## src/hdl/cis_pkg.sv

```systemverilog
// shared types, constants and calendar helpers for the calendar interval stepper
// no dependencies
`timescale 1ns / 1ps

package cis_pkg;

  localparam logic [14:0] YEAR_MAX      = 15'd9999;
  localparam logic [10:0] INTERVAL_MAX  = 11'd1439;
  localparam logic [10:0] INTERVAL_RST  = 11'd15;
  // floor(x / 60) == (x * 2185) >> 17 for every x up to 1439
  localparam logic [22:0] RECIP_60      = 23'd2185;

  typedef enum logic [2:0] {
    CMD_LOAD  = 3'd0,
    CMD_FWD   = 3'd1,
    CMD_STEP1 = 3'd2,
    CMD_BACK  = 3'd3,
    CMD_ALIGN = 3'd4
  } cmd_code_t;

  typedef enum logic [3:0] {
    ST_IDLE,
    ST_DIV,
    ST_REM,
    ST_LOAD,
    ST_HOUR,
    ST_MINUTE,
    ST_ALIGN,
    ST_TRIM,
    ST_SAT,
    ST_DONE
  } state_t;

  // controller to datapath
  typedef struct packed {
    logic capture;
    logic do_div;
    logic do_rem;
    logic do_load;
    logic do_hour;
    logic do_minute;
    logic align_step;
    logic align_trim;
    logic do_sat;
    logic push;
  } ctrl_cmd_t;

  // datapath to controller
  typedef struct packed {
    logic [2:0] command;
    logic       align_last;
    logic       out_busy;
  } ctrl_stat_t;

  // year is two's complement so a borrow below zero shows up before saturation
  typedef struct packed {
    logic [14:0] year;
    logic [3:0]  month;
    logic [4:0]  day;
  } date_t;

  function automatic logic [4:0] month_length(input logic [3:0] month);
    logic [4:0] len;
    case (month)
      4'd2:                         len = 5'd28;
      4'd4, 4'd6, 4'd9, 4'd11:      len = 5'd30;
      default:                      len = 5'd31;
    endcase
    return len;
  endfunction

  function automatic date_t day_forward(input date_t d);
    date_t r;
    r = d;
    if (d.day >= month_length(d.month)) begin
      r.day = 5'd1;
      if (d.month >= 4'd12) begin
        r.month = 4'd1;
        r.year  = d.year + 15'd1;
      end else begin
        r.month = d.month + 4'd1;
      end
    end else begin
      r.day = d.day + 5'd1;
    end
    return r;
  endfunction

  function automatic date_t day_back(input date_t d);
    date_t r;
    r = d;
    if (d.day <= 5'd1) begin
      if (d.month <= 4'd1) begin
        r.month = 4'd12;
        r.day   = 5'd31;
        r.year  = d.year - 15'd1;
      end else begin
        r.month = d.month - 4'd1;
        r.day   = month_length(d.month - 4'd1);
      end
    end else begin
      r.day = d.day - 5'd1;
    end
    return r;
  endfunction

endpackage

```

## src/hdl/cis_ctrl.sv

```systemverilog
// controller state machine of the calendar interval stepper
// depends on cis_pkg
`timescale 1ns / 1ps

module cis_ctrl (
  input  logic                clk,
  input  logic                rst,
  input  logic                s_tvalid,
  output logic                s_tready,
  input  cis_pkg::ctrl_stat_t stat,
  output cis_pkg::ctrl_cmd_t  cmd
);

  cis_pkg::state_t state;
  cis_pkg::state_t state_next;

  always_ff @(posedge clk) begin
    if (rst) begin
      state <= cis_pkg::ST_IDLE;
    end else begin
      state <= state_next;
    end
  end

  always_comb begin
    state_next = state;
    case (state)
      cis_pkg::ST_IDLE: begin
        if (s_tvalid) begin
          state_next = cis_pkg::ST_DIV;
        end
      end
      cis_pkg::ST_DIV:  state_next = cis_pkg::ST_REM;
      cis_pkg::ST_REM: begin
        case (stat.command)
          cis_pkg::CMD_LOAD:  state_next = cis_pkg::ST_LOAD;
          cis_pkg::CMD_FWD:   state_next = cis_pkg::ST_HOUR;
          cis_pkg::CMD_STEP1: state_next = cis_pkg::ST_HOUR;
          cis_pkg::CMD_BACK:  state_next = cis_pkg::ST_HOUR;
          cis_pkg::CMD_ALIGN: state_next = cis_pkg::ST_ALIGN;
          default:            state_next = cis_pkg::ST_SAT;
        endcase
      end
      cis_pkg::ST_LOAD:   state_next = cis_pkg::ST_SAT;
      cis_pkg::ST_HOUR:   state_next = cis_pkg::ST_MINUTE;
      cis_pkg::ST_MINUTE: state_next = cis_pkg::ST_SAT;
      cis_pkg::ST_ALIGN: begin
        if (stat.align_last) begin
          state_next = cis_pkg::ST_TRIM;
        end
      end
      cis_pkg::ST_TRIM:   state_next = cis_pkg::ST_SAT;
      cis_pkg::ST_SAT:    state_next = cis_pkg::ST_DONE;
      cis_pkg::ST_DONE: begin
        if (!stat.out_busy) begin
          state_next = cis_pkg::ST_IDLE;
        end
      end
      default:            state_next = cis_pkg::ST_IDLE;
    endcase
  end

  always_comb begin
    cmd      = '0;
    s_tready = 1'b0;
    case (state)
      cis_pkg::ST_IDLE: begin
        s_tready    = 1'b1;
        cmd.capture = s_tvalid;
      end
      cis_pkg::ST_DIV:    cmd.do_div     = 1'b1;
      cis_pkg::ST_REM:    cmd.do_rem     = 1'b1;
      cis_pkg::ST_LOAD:   cmd.do_load    = 1'b1;
      cis_pkg::ST_HOUR:   cmd.do_hour    = 1'b1;
      cis_pkg::ST_MINUTE: cmd.do_minute  = 1'b1;
      cis_pkg::ST_ALIGN:  cmd.align_step = 1'b1;
      cis_pkg::ST_TRIM:   cmd.align_trim = 1'b1;
      cis_pkg::ST_SAT:    cmd.do_sat     = 1'b1;
      cis_pkg::ST_DONE:   cmd.push       = !stat.out_busy;
      default: begin
        cmd      = '0;
        s_tready = 1'b0;
      end
    endcase
  end

endmodule

```

## src/hdl/cis_datapath.sv

```systemverilog
// datapath of the calendar interval stepper: timestamp, interval split, align divider
// depends on cis_pkg
`timescale 1ns / 1ps

module cis_datapath (
  input  logic                clk,
  input  logic                rst,
  input  logic                cfg_wr_en,
  input  logic [10:0]         cfg_wr_data,
  input  logic [39:0]         s_tdata,
  output logic                m_tvalid,
  input  logic                m_tready,
  output logic [39:0]         m_tdata,
  input  cis_pkg::ctrl_cmd_t  cmd,
  output cis_pkg::ctrl_stat_t stat
);

  logic [10:0] interval_minutes;

  // captured request
  logic [2:0]  command;
  logic [13:0] ld_year;
  logic [3:0]  ld_month;
  logic [4:0]  ld_day;
  logic [4:0]  ld_hour;
  logic [5:0]  ld_minute;

  // timestamp
  logic [14:0] year;
  logic [3:0]  month;
  logic [4:0]  day;
  logic [4:0]  hour;
  logic [5:0]  minute;

  // interval split and align divider
  logic [10:0] ivl;
  logic [4:0]  hq;
  logic [4:0]  hstep;
  logic [5:0]  mstep;
  logic [5:0]  rem;
  logic [2:0]  cnt;

  logic [33:0] out_data;
  logic        out_valid;

  logic [10:0] ivl_clamp;
  logic [22:0] prod;
  logic [10:0] q_ext;
  logic [10:0] r_full;
  logic        is_back;
  logic        is_step1;

  cis_pkg::date_t cur_date;
  cis_pkg::date_t fwd_date;
  cis_pkg::date_t back_date;

  logic [5:0]  hour_sum;
  logic [5:0]  hour_wrap_val;
  logic [5:0]  hour_borrow_val;
  logic [6:0]  min_sum;
  logic [6:0]  min_borrow_val;

  logic [13:0] ld_year_c;
  logic [3:0]  ld_month_c;
  logic [4:0]  ld_len;
  logic [4:0]  ld_day_c;
  logic [4:0]  ld_hour_c;
  logic [5:0]  ld_minute_c;

  logic [6:0]  rem_sh;
  logic [10:0] rem_sub;

  assign is_back  = (command == cis_pkg::CMD_BACK);
  assign is_step1 = (command == cis_pkg::CMD_STEP1);

  // interval split: reciprocal multiply, then remainder by shift-and-subtract
  assign ivl_clamp = (interval_minutes > cis_pkg::INTERVAL_MAX) ? cis_pkg::INTERVAL_MAX
                                                               : interval_minutes;
  assign prod      = {12'd0, ivl_clamp} * cis_pkg::RECIP_60;
  assign q_ext     = {6'd0, hq};
  assign r_full    = ivl - ((q_ext << 6) - (q_ext << 2));

  assign cur_date  = '{year: year, month: month, day: day};
  assign fwd_date  = cis_pkg::day_forward(cur_date);
  assign back_date = cis_pkg::day_back(cur_date);

  assign hour_sum        = {1'b0, hour} + {1'b0, hstep};
  assign hour_wrap_val   = hour_sum - 6'd24;
  assign hour_borrow_val = {1'b0, hour} + 6'd24 - {1'b0, hstep};
  assign min_sum         = {1'b0, minute} + {1'b0, mstep};
  assign min_borrow_val  = {1'b0, minute} + 7'd60 - {1'b0, mstep};

  // load clamping
  assign ld_year_c   = (ld_year > 14'd9999) ? 14'd9999 : ld_year;
  assign ld_month_c  = (ld_month == 4'd0) ? 4'd1 : ((ld_month > 4'd12) ? 4'd12 : ld_month);
  assign ld_len      = cis_pkg::month_length(ld_month_c);
  assign ld_day_c    = (ld_day == 5'd0) ? 5'd1 : ((ld_day > ld_len) ? ld_len : ld_day);
  assign ld_hour_c   = (ld_hour > 5'd23) ? 5'd23 : ld_hour;
  assign ld_minute_c = (ld_minute > 6'd59) ? 6'd59 : ld_minute;

  // one restoring division step of the minute by the interval
  assign rem_sh  = {rem, minute[cnt]};
  assign rem_sub = {4'd0, rem_sh} - ivl;

  always_ff @(posedge clk) begin
    if (rst) begin
      interval_minutes <= cis_pkg::INTERVAL_RST;
    end else if (cfg_wr_en) begin
      interval_minutes <= cfg_wr_data;
    end
  end

  always_ff @(posedge clk) begin
    if (rst) begin
      year   <= 15'd0;
      month  <= 4'd1;
      day    <= 5'd1;
      hour   <= 5'd0;
      minute <= 6'd0;
    end else begin
      if (cmd.do_load) begin
        year   <= {1'b0, ld_year_c};
        month  <= ld_month_c;
        day    <= ld_day_c;
        hour   <= ld_hour_c;
        minute <= ld_minute_c;
      end
      if (cmd.do_hour) begin
        if (is_back) begin
          if (hour < hstep) begin
            hour  <= hour_borrow_val[4:0];
            year  <= back_date.year;
            month <= back_date.month;
            day   <= back_date.day;
          end else begin
            hour <= hour - hstep;
          end
        end else if (hour_sum >= 6'd24) begin
          hour  <= hour_wrap_val[4:0];
          year  <= fwd_date.year;
          month <= fwd_date.month;
          day   <= fwd_date.day;
        end else begin
          hour <= hour_sum[4:0];
        end
      end
      if (cmd.do_minute) begin
        if (is_back) begin
          if (minute < mstep) begin
            minute <= min_borrow_val[5:0];
            if (hour == 5'd0) begin
              hour  <= 5'd23;
              year  <= back_date.year;
              month <= back_date.month;
              day   <= back_date.day;
            end else begin
              hour <= hour - 5'd1;
            end
          end else begin
            minute <= minute - mstep;
          end
        end else if (min_sum >= 7'd60) begin
          minute <= min_sum[5:0] - 6'd60;
          if (hour >= 5'd23) begin
            hour  <= 5'd0;
            year  <= fwd_date.year;
            month <= fwd_date.month;
            day   <= fwd_date.day;
          end else begin
            hour <= hour + 5'd1;
          end
        end else begin
          minute <= min_sum[5:0];
        end
      end
      if (cmd.align_trim && (ivl != 11'd0)) begin
        minute <= minute - rem;
      end
      if (cmd.do_sat) begin
        if (year[14]) begin
          year   <= 15'd0;
          month  <= 4'd1;
          day    <= 5'd1;
          hour   <= 5'd0;
          minute <= 6'd0;
        end else if (year > cis_pkg::YEAR_MAX) begin
          year   <= cis_pkg::YEAR_MAX;
          month  <= 4'd12;
          day    <= 5'd31;
          hour   <= 5'd23;
          minute <= 6'd59;
        end
      end
    end
  end

  // request capture, interval split, divider and output data registers
  always_ff @(posedge clk) begin
    if (cmd.capture) begin
      command   <= s_tdata[2:0];
      ld_year   <= s_tdata[16:3];
      ld_month  <= s_tdata[20:17];
      ld_day    <= s_tdata[25:21];
      ld_hour   <= s_tdata[30:26];
      ld_minute <= s_tdata[36:31];
    end
    if (cmd.do_div) begin
      ivl <= ivl_clamp;
      hq  <= prod[21:17];
    end
    if (cmd.do_rem) begin
      hstep <= is_step1 ? 5'd0 : hq;
      mstep <= is_step1 ? 6'd1 : r_full[5:0];
      rem   <= 6'd0;
      cnt   <= 3'd5;
    end
    if (cmd.align_step) begin
      if ({4'd0, rem_sh} >= ivl) begin
        rem <= rem_sub[5:0];
      end else begin
        rem <= rem_sh[5:0];
      end
      cnt <= cnt - 3'd1;
    end
    if (cmd.push) begin
      out_data <= {minute, hour, day, month, year[13:0]};
    end
  end

  always_ff @(posedge clk) begin
    if (rst) begin
      out_valid <= 1'b0;
    end else if (cmd.push) begin
      out_valid <= 1'b1;
    end else if (m_tready) begin
      out_valid <= 1'b0;
    end
  end

  assign m_tvalid        = out_valid;
  assign m_tdata         = {6'd0, out_data};
  assign stat.command    = command;
  assign stat.align_last = (cnt == 3'd0);
  assign stat.out_busy   = out_valid && !m_tready;

endmodule

```

## src/hdl/calendar_interval_stepper.sv

```systemverilog
// top level of the calendar interval stepper: stream ports, controller and datapath
// depends on cis_pkg, cis_ctrl, cis_datapath
`timescale 1ns / 1ps

// Calendar interval stepper. Holds a timestamp (year, month, day, hour, minute)
// and runs one command per request on the slave stream: load, forward by the
// interval, forward one minute, back by the interval, or align the minute down
// to a multiple of the interval. Every request gives exactly one result on the
// master stream carrying the timestamp after the command. Months are 28/30/31
// days with no leap years; loaded fields are clamped into range and the year
// saturates at 0000-01-01 00:00 and 9999-12-31 23:59. Codes 5 to 7 leave the
// timestamp unchanged. The interval register (11 bits, reset 15, values above
// 1439 act as 1439) is written through cfg_wr_en / cfg_wr_data; the user must
// write it only while no request is in flight; the block does not enforce this.
// One request is worked at a time: the three step commands run interval split,
// hour phase, minute phase and saturation, and align takes its remainder from a
// six-step restoring divider that handles one minute bit per cycle. The next
// request is taken once the result has been moved into the output register,
// which holds it until the master side takes it.
module calendar_interval_stepper (
  input  logic        clk,
  input  logic        rst,
  // interval register write
  input  logic        cfg_wr_en,
  input  logic [10:0] cfg_wr_data,
  // request stream
  input  logic        s_tvalid,
  output logic        s_tready,
  input  logic [39:0] s_tdata,   // command[2:0], load_year[16:3], load_month[20:17],
                                 // load_day[25:21], load_hour[30:26], load_minute[36:31]
  // result stream
  output logic        m_tvalid,
  input  logic        m_tready,
  output logic [39:0] m_tdata    // out_year[13:0], out_month[17:14], out_day[22:18],
                                 // out_hour[27:23], out_minute[33:28]
);

  // control and status between the state machine and the datapath
  cis_pkg::ctrl_cmd_t  ctrl_cmd;
  cis_pkg::ctrl_stat_t ctrl_stat;

  // sequencer: split interval, run command phases, saturate, push result
  cis_ctrl u_ctrl (
    .clk      (clk),
    .rst      (rst),
    .s_tvalid (s_tvalid),
    .s_tready (s_tready),
    .stat     (ctrl_stat),
    .cmd      (ctrl_cmd)
  );

  // timestamp, interval register, divider and output register
  cis_datapath u_datapath (
    .clk         (clk),
    .rst         (rst),
    .cfg_wr_en   (cfg_wr_en),
    .cfg_wr_data (cfg_wr_data),
    .s_tdata     (s_tdata),
    .m_tvalid    (m_tvalid),
    .m_tready    (m_tready),
    .m_tdata     (m_tdata),
    .cmd         (ctrl_cmd),
    .stat        (ctrl_stat)
  );

endmodule

```

## config.mk

```make
export PLATFORM = sky130hd
export DESIGN_NAME = calendar_interval_stepper
export DESIGN_NICKNAME = d
export VERILOG_FILES = /design/src/hdl/cis_pkg.sv /design/src/hdl/cis_ctrl.sv /design/src/hdl/cis_datapath.sv /design/src/hdl/calendar_interval_stepper.sv
export SDC_FILE = /design/constraint.sdc
export NUM_CORES = 1
export LEC_CHECK = 0
export BUFFER_PORTS_ARGS = -buffer_cell sky130_fd_sc_hd__buf_2
export CAP_MARGIN = 40
export CORE_UTILIZATION = 50
export DETAILED_ROUTE_END_ITERATION = 12
export GPL_ROUTABILITY_DRIVEN = 0
export PLACE_DENSITY = 0.68
export SKIP_CTS_REPAIR_TIMING = 1
export SLEW_MARGIN = 15
export SYNTH_ARGS = -nofsm -noshare
export SYNTH_HDL_FRONTEND = slang
export SYNTH_SLANG_ARGS = --single-unit
```

## constraint.sdc

```tcl
create_clock -name clk -period 5.1 [get_ports clk]
set_clock_uncertainty 0.15 [all_clocks]
set_input_delay 0.765 -clock clk [delete_from_list [all_inputs] [get_ports clk]]
set_output_delay 0.765 -clock clk [all_outputs]
set_load 0.02 [all_outputs]
```

# After elaboration in Yosys (flattened, before gate mapping)
# Index checks and enable logic that the tools add are counted.
[word_totals]
latch_bits = 0
romBits = 0
reg_bits = 158
output_inout_bits = 42
mem_bits_rw = 0
mem_count = 0
inputBits = 56
[classes]
div_mod_pow = 0
n_addsub = 23
n_shift = 0
n_eq_ne = 31
mux = 110
n_reduce_logical = 19
order_cmp = 18
bitwise = 0
mul = 1
[ops]
columns = ["cell", "n"]
rows = [
  ["15-bit 2-to-1 mux", 16],
  ["5-bit 2-to-1 mux", 33],
  ["4-bit 2-to-1 mux", 20],
  ["6-bit 2-to-1 mux", 13],
  ["4-bit by 3-bit == test with 1-bit output (second input constant)", 10],
  ["19-bit 2-to-1 mux", 2],
  ["4-bit == test (second input constant)", 8],
  ["4-bit one-hot mux with 8 select lines", 1],
  ["6-bit subtractor", 5],
  ["11-bit by 12-bit multiplier with 22-bit output (second input constant)", 1],
  ["4-bit by 2-bit == test with 1-bit output (second input constant)", 5],
  ["9-bit 2-to-1 mux", 2],
  ["15-bit by 1-bit adder with 15-bit output (second input constant)", 1],
  ["15-bit by 14-bit greater-than comparator with 1-bit output (second input constant)", 1],
  ["15-bit by 1-bit subtractor with 15-bit output (second input constant)", 1],
  ["14-bit greater-than comparator (second input constant)", 1],
  ["1-bit 2-to-1 mux", 14],
  ["14-bit 2-to-1 mux", 1],
  ["2-bit one-hot mux with 2 select lines", 3],
  ["4-bit one-hot mux with 3 select lines", 1],
  ["4-bit OR reduction", 3],
  ["7-bit by 11-bit >= comparator with 1-bit output", 1],
  ["11-bit greater-than comparator (second input constant)", 1],
  ["11-bit 2-to-1 mux", 1],
  ["other kinds (43)", 57],
]

# Depth between registers and ports, before layout
[depth]
depth_word = 20
ltp_mapped = 16

# By module
# A second synthesis with hierarchy kept.
[hier_totals]
cells_unflattened = 1275
area_unflattened_um2 = 11871.4
[by_module_without_submodules]
columns = ["module", "area_each_um2", "seq_area_each_um2", "cells_per_inst", "n_inst"]
rows = [
  ["cis_datapath", 11497.3, 4154.0, 1224, 1],
  ["cis_ctrl", 374.1, 80.1, 51, 1],
]

# Worst setup path before layout
# Ideal clock, no wire load.
[synth_timing]
path_kind = "register to register"
startpoint = "reg u_datapath.interval_minutes[5]"
endpoint = "reg u_datapath.hq[3], data pin"
setup_ns = 0.259
arrival_ns = 3.582
slack_ns = 1.109
stages_incl_launch_ff = 16
n_path_buf = 0
synth_period_minus_slack_ns = 3.991
path_cell_list = "dfxtp_1 > o211a_1 > o21ai_1 > nand2b_1 > ha_1 > fa_1 > fa_1 > ha_1 > ha_1 > a21o_1 > a21oi_1 > o21bai_1 > a21oi_1 > a21boi_0 > o21ai_0 > xnor2_1"
[synth_via]
elab_chain_cells = 3
[synth_lines]
columns = ["element", "line", "text"]
rows = [
  ["start: declaration", "cis_datapath.sv:18", "logic [10:0] interval_minutes;"],
  ["start signal: assignment", "cis_datapath.sv:107", "interval_minutes <= cis_pkg::INTERVAL_RST;"],
  ["start signal: assignment", "cis_datapath.sv:109", "interval_minutes <= cfg_wr_data;"],
  ["11-bit greater-than comparator", "cis_datapath.sv:77", "assign ivl_clamp = (interval_minutes > cis_pkg::INTERVAL_MAX) ? cis_pkg::INTERVAL_MAX"],
  ["11-bit 2-to-1 mux", "cis_datapath.sv:77", ""],
  ["net u_datapath.ivl_clamp[7]", "cis_datapath.sv:46", "logic [10:0] ivl_clamp;"],
  ["11-bit by 12-bit multiplier with 22-bit output", "cis_datapath.sv:79", "assign prod = {12'd0, ivl_clamp} * cis_pkg::RECIP_60;"],
  ["net u_datapath.prod[20]", "cis_datapath.sv:47", "logic [22:0] prod;"],
  ["end signal: assignment", "cis_datapath.sv:209", "hq <= prod[21:17];"],
  ["end: declaration", "cis_datapath.sv:37", "logic [4:0] hq;"],
]
# The timed path passes the listed nets, and every way through them passes these cells.
# A chain may end at the register's enable or synchronous reset.

# Worst setup path in the final report
# Ends and elaborated chain as after synthesis.

==> impl_results.md <==
- Status: finished, final reports clean
- Synth Area in XOR/XNOR: 0.0325
- GRT overflow: 0
- Mapped cell area: about 0.012 sq mm
- Die area: 0.0249 sq mm
- Crit path time final: between 4 and 5 ns
- Multiplexer area fraction after synthesis: 0.0202
- Crit Path Class: reg2reg
- CP Capture Type: flip-flop
- DRT Wirelength: roughly 35000 um
- Worst hold path cell count: 1
- Post-Route Setup TNS: 0 ns
- Final Hold Fails: 0
- Post-synth EDFFs: approximately 110
- TritonCTS clock tree: built
- Worst-Skew Late Latency: about 0.43 ns
- Max_cap viols: 0
- Number of core rows: 56
- Register bit total from synthesis: roughly 160
- Starting density of the core: 0.514
- Post-Synth Simple-Gate Area: 0.179
- Worst R2R Setup Slack: between 0.9 and 1 ns
- Clock-pin slew on the worst setup and hold paths: roughly 0.07 ns
- Ys Warns: 0
- Top cells by area, synth: edfxtp_1, ha_1, dfxtp_1, fa_1, nor2_1
- Main combinational cell family by area after synthesis: compound AO/OA/AOI/OAI gates
- Final setup violation count: 0
- Drt via density: between 6 and 7
- Via count: between 10000 and 15000
- Antenna violations before repair: 4
- # clock sinks: around 160
- Die width: around 160 um
- Fin crit share: 0.811
- Nets: 1549
- Worst Hold Class: in2reg
- First-pass GRT wire length: 55100 um
- Max Root-Sink Buffers: 2
- H-tree depth: 4
- Detail Placement HPWL: roughly 26000 um
- Vias in the first global route: 10100
- CP Launch Type: flip-flop
- Layout cells sized above 1: 0.138
- Syn Area/Cell: just over 9 sq um
- Critical Path RT: about 5.1 ns
- Static leakage: between 5 and 6 nW
- Worst Max-Slew Pin Slew: 0.951 ns
- Unique masters post-synth: 95
- Dpl ws: between 0.9 and 1 ns
- Synth area leader: edfxtp_1
- Register area share after synthesis: 0.349
- Crit-path max FO: 10
- Fin. max-slew vios: 0
- Drt pass-1 iters: 7
- FMAX: approximately 0.24 GHz
- GR Util All Layers: 0.291
- Unrepaired setup endpoints after global routing: no
- Synth-to-Final Area Change: 11.4%
- Synthesized instance count: around 1300
- Most common cell in the netlist: ha_1
- Main synth FF type: edfxtp_1
- Io pins: between 90 and 100
- Pwr/cell area: a little under 300 mW/mm^2
- Antenna-violating nets left: 0
- Fin worst setup slack: 0.964 ns
- Worst VDD drop: approximately 0.25 mV
- Core Area: about 0.024 sq mm
- FF-to-FF path depth: 15
- Arrival time at the worst endpoint: between 4 and 5 ns
- Root Buffer: clkbuf_16
- DRC: 0
- Asr flop ratio synth: 0
- Post-synthesis compound-gate area fraction: 0.211
- Largest net degree at the start of global routing: a little under 50
- PortBufs: approximately 90
- Total CTS buffers: 17
- Drt wl/cell: 20.7 um
- Rel. slew slack: 0.360
- Adder-Cell Fraction of Synth Area: 0.150
- Die height: around 160 um
- Synth top area share: 0.265
- Initial DRC Count: between 1000 and 1500
- Top cells by count, synth: ha_1, edfxtp_1, nor2_1
critical path, cell delays in order (launching register included):
cell,delay [ns]
dfxtp_1,0.32
o211a_1,0.22
o21ai_1,0.11
buf_4,0.16
nand2b_1,0.19
ha_1,0.35
fa_1,0.41
fa_1,0.37
ha_1,0.29
ha_1,0.28
nand4_1,0.09
nor2_1,0.14
o2111ai_1,0.19
a21boi_0,0.33
o21ai_0,0.16
xnor2_1,0.14
final timing paths:
kind | startpoint | endpoint
worst min register to register | u_datapath.interval_minutes[4]$_SDFFE_PP0P_ | u_datapath.interval_minutes[4]$_SDFFE_PP0P_
worst min-delay path | s_tdata[33] | u_datapath.ld_minute[2]$_DFFE_PP_
worst max register to register | u_datapath.interval_minutes[5]$_SDFFE_PP0P_ | u_datapath.hq[3]$_DFFE_PP_
worst max-delay path | u_datapath.interval_minutes[5]$_SDFFE_PP0P_ | u_datapath.hq[3]$_DFFE_PP_
sequential cells by signal, indices dropped and copies added (netlist names):
signal / count
u_datapath.command: 3
u_datapath.ld_month: 4
u_datapath.interval_minutes: 11
u_datapath.out_data: 34
u_datapath.minute: 6
u_datapath.hour: 5
u_datapath.mstep: 6
u_datapath.rem: 6
u_datapath.month: 4
u_datapath.m_tvalid: 1
u_datapath.hstep: 5
u_datapath.ivl: 11
u_datapath.ld_hour: 5
u_ctrl.state: 4
u_datapath.year: 15
u_datapath.hq: 5
u_datapath.ld_day: 5
u_datapath.day: 5
u_datapath.ld_year: 14
u_datapath.ld_minute: 6
u_datapath.cnt: 3
metal layers:
| layer | wire length [um] | track usage |
|---|---|---|
| met5 | 13 | 0 |
| met4 | 1310 | 0.123 |
| met3 | 3120 | 0.0665 |
| met2 | 15500 | 0.454 |
| met1 | 15300 | 0.386 |
metrics by stage:
step	util	hold WS (ns)	instance area [sq um]	instances	power [W]
after global routing	0.572	0.339	13500	1693	0.00418
after detailed placement	0.545	0.358	12900	1660	0.00263
final	0.572	0.354	13500	1696	0.00400
after floorplan	-	0.253	12100	1306	0.00234
after CTS	0.571	0.342	13500	1692	0.00399
after global placement	0.541	0.333	12800	1651	0.00260
cells in the final DEF, fill, tap and decap left out, drive strengths merged, types with 19 or more instances in the layout:
cell and n:
o211ai 19, nand2b 22, xnor2 31, nor4 21, mux2i 20, a31oi 24, ha 111, dfxtp 51
edfxtp 107, nand4 26, nand2 83, buf 116, a21oi 69, a211oi 19, nor2b 22, inv 93
nand3 43, fa 21, nor3 31, o21ai 53, nor2 95
final cells by class:
type / count / area (sq um)
Antenna cell: 3 / 7.51
Inverter: 89 / 334
Sequential cell: 158 / 4230
Timing Repair Buffer: 116 / 684
Clock inverter: 14 / 186
Tap cell: 319 / 399
Fill cell: 2140 / 10100
Multi-Input combinational cell: 979 / 7230
Clock buffer: 18 / 429
logic make-up (layout without fill, tap and decap cells):
family          count (synthesis)  count (layout)
simple gates                  417             417
fa+ha+maj                     133             133
flops                         158             158
xor+xnor                       45              45
compound gates                355             355
buf+inv                       169             237
mux                            23              23
other cells                     1               9
where the power goes:
| part | switching [W] | internal (W) | total (W) |
|---|---|---|---|
| clock | 0.000577 | 0.000783 | 0.00136 |
| combinational | 0.000652 | 0.000406 | 0.00106 |
| sequential | 0.000103 | 0.00148 | 0.00158 |
No activity file was read; power rests on OpenSTA's default activity.
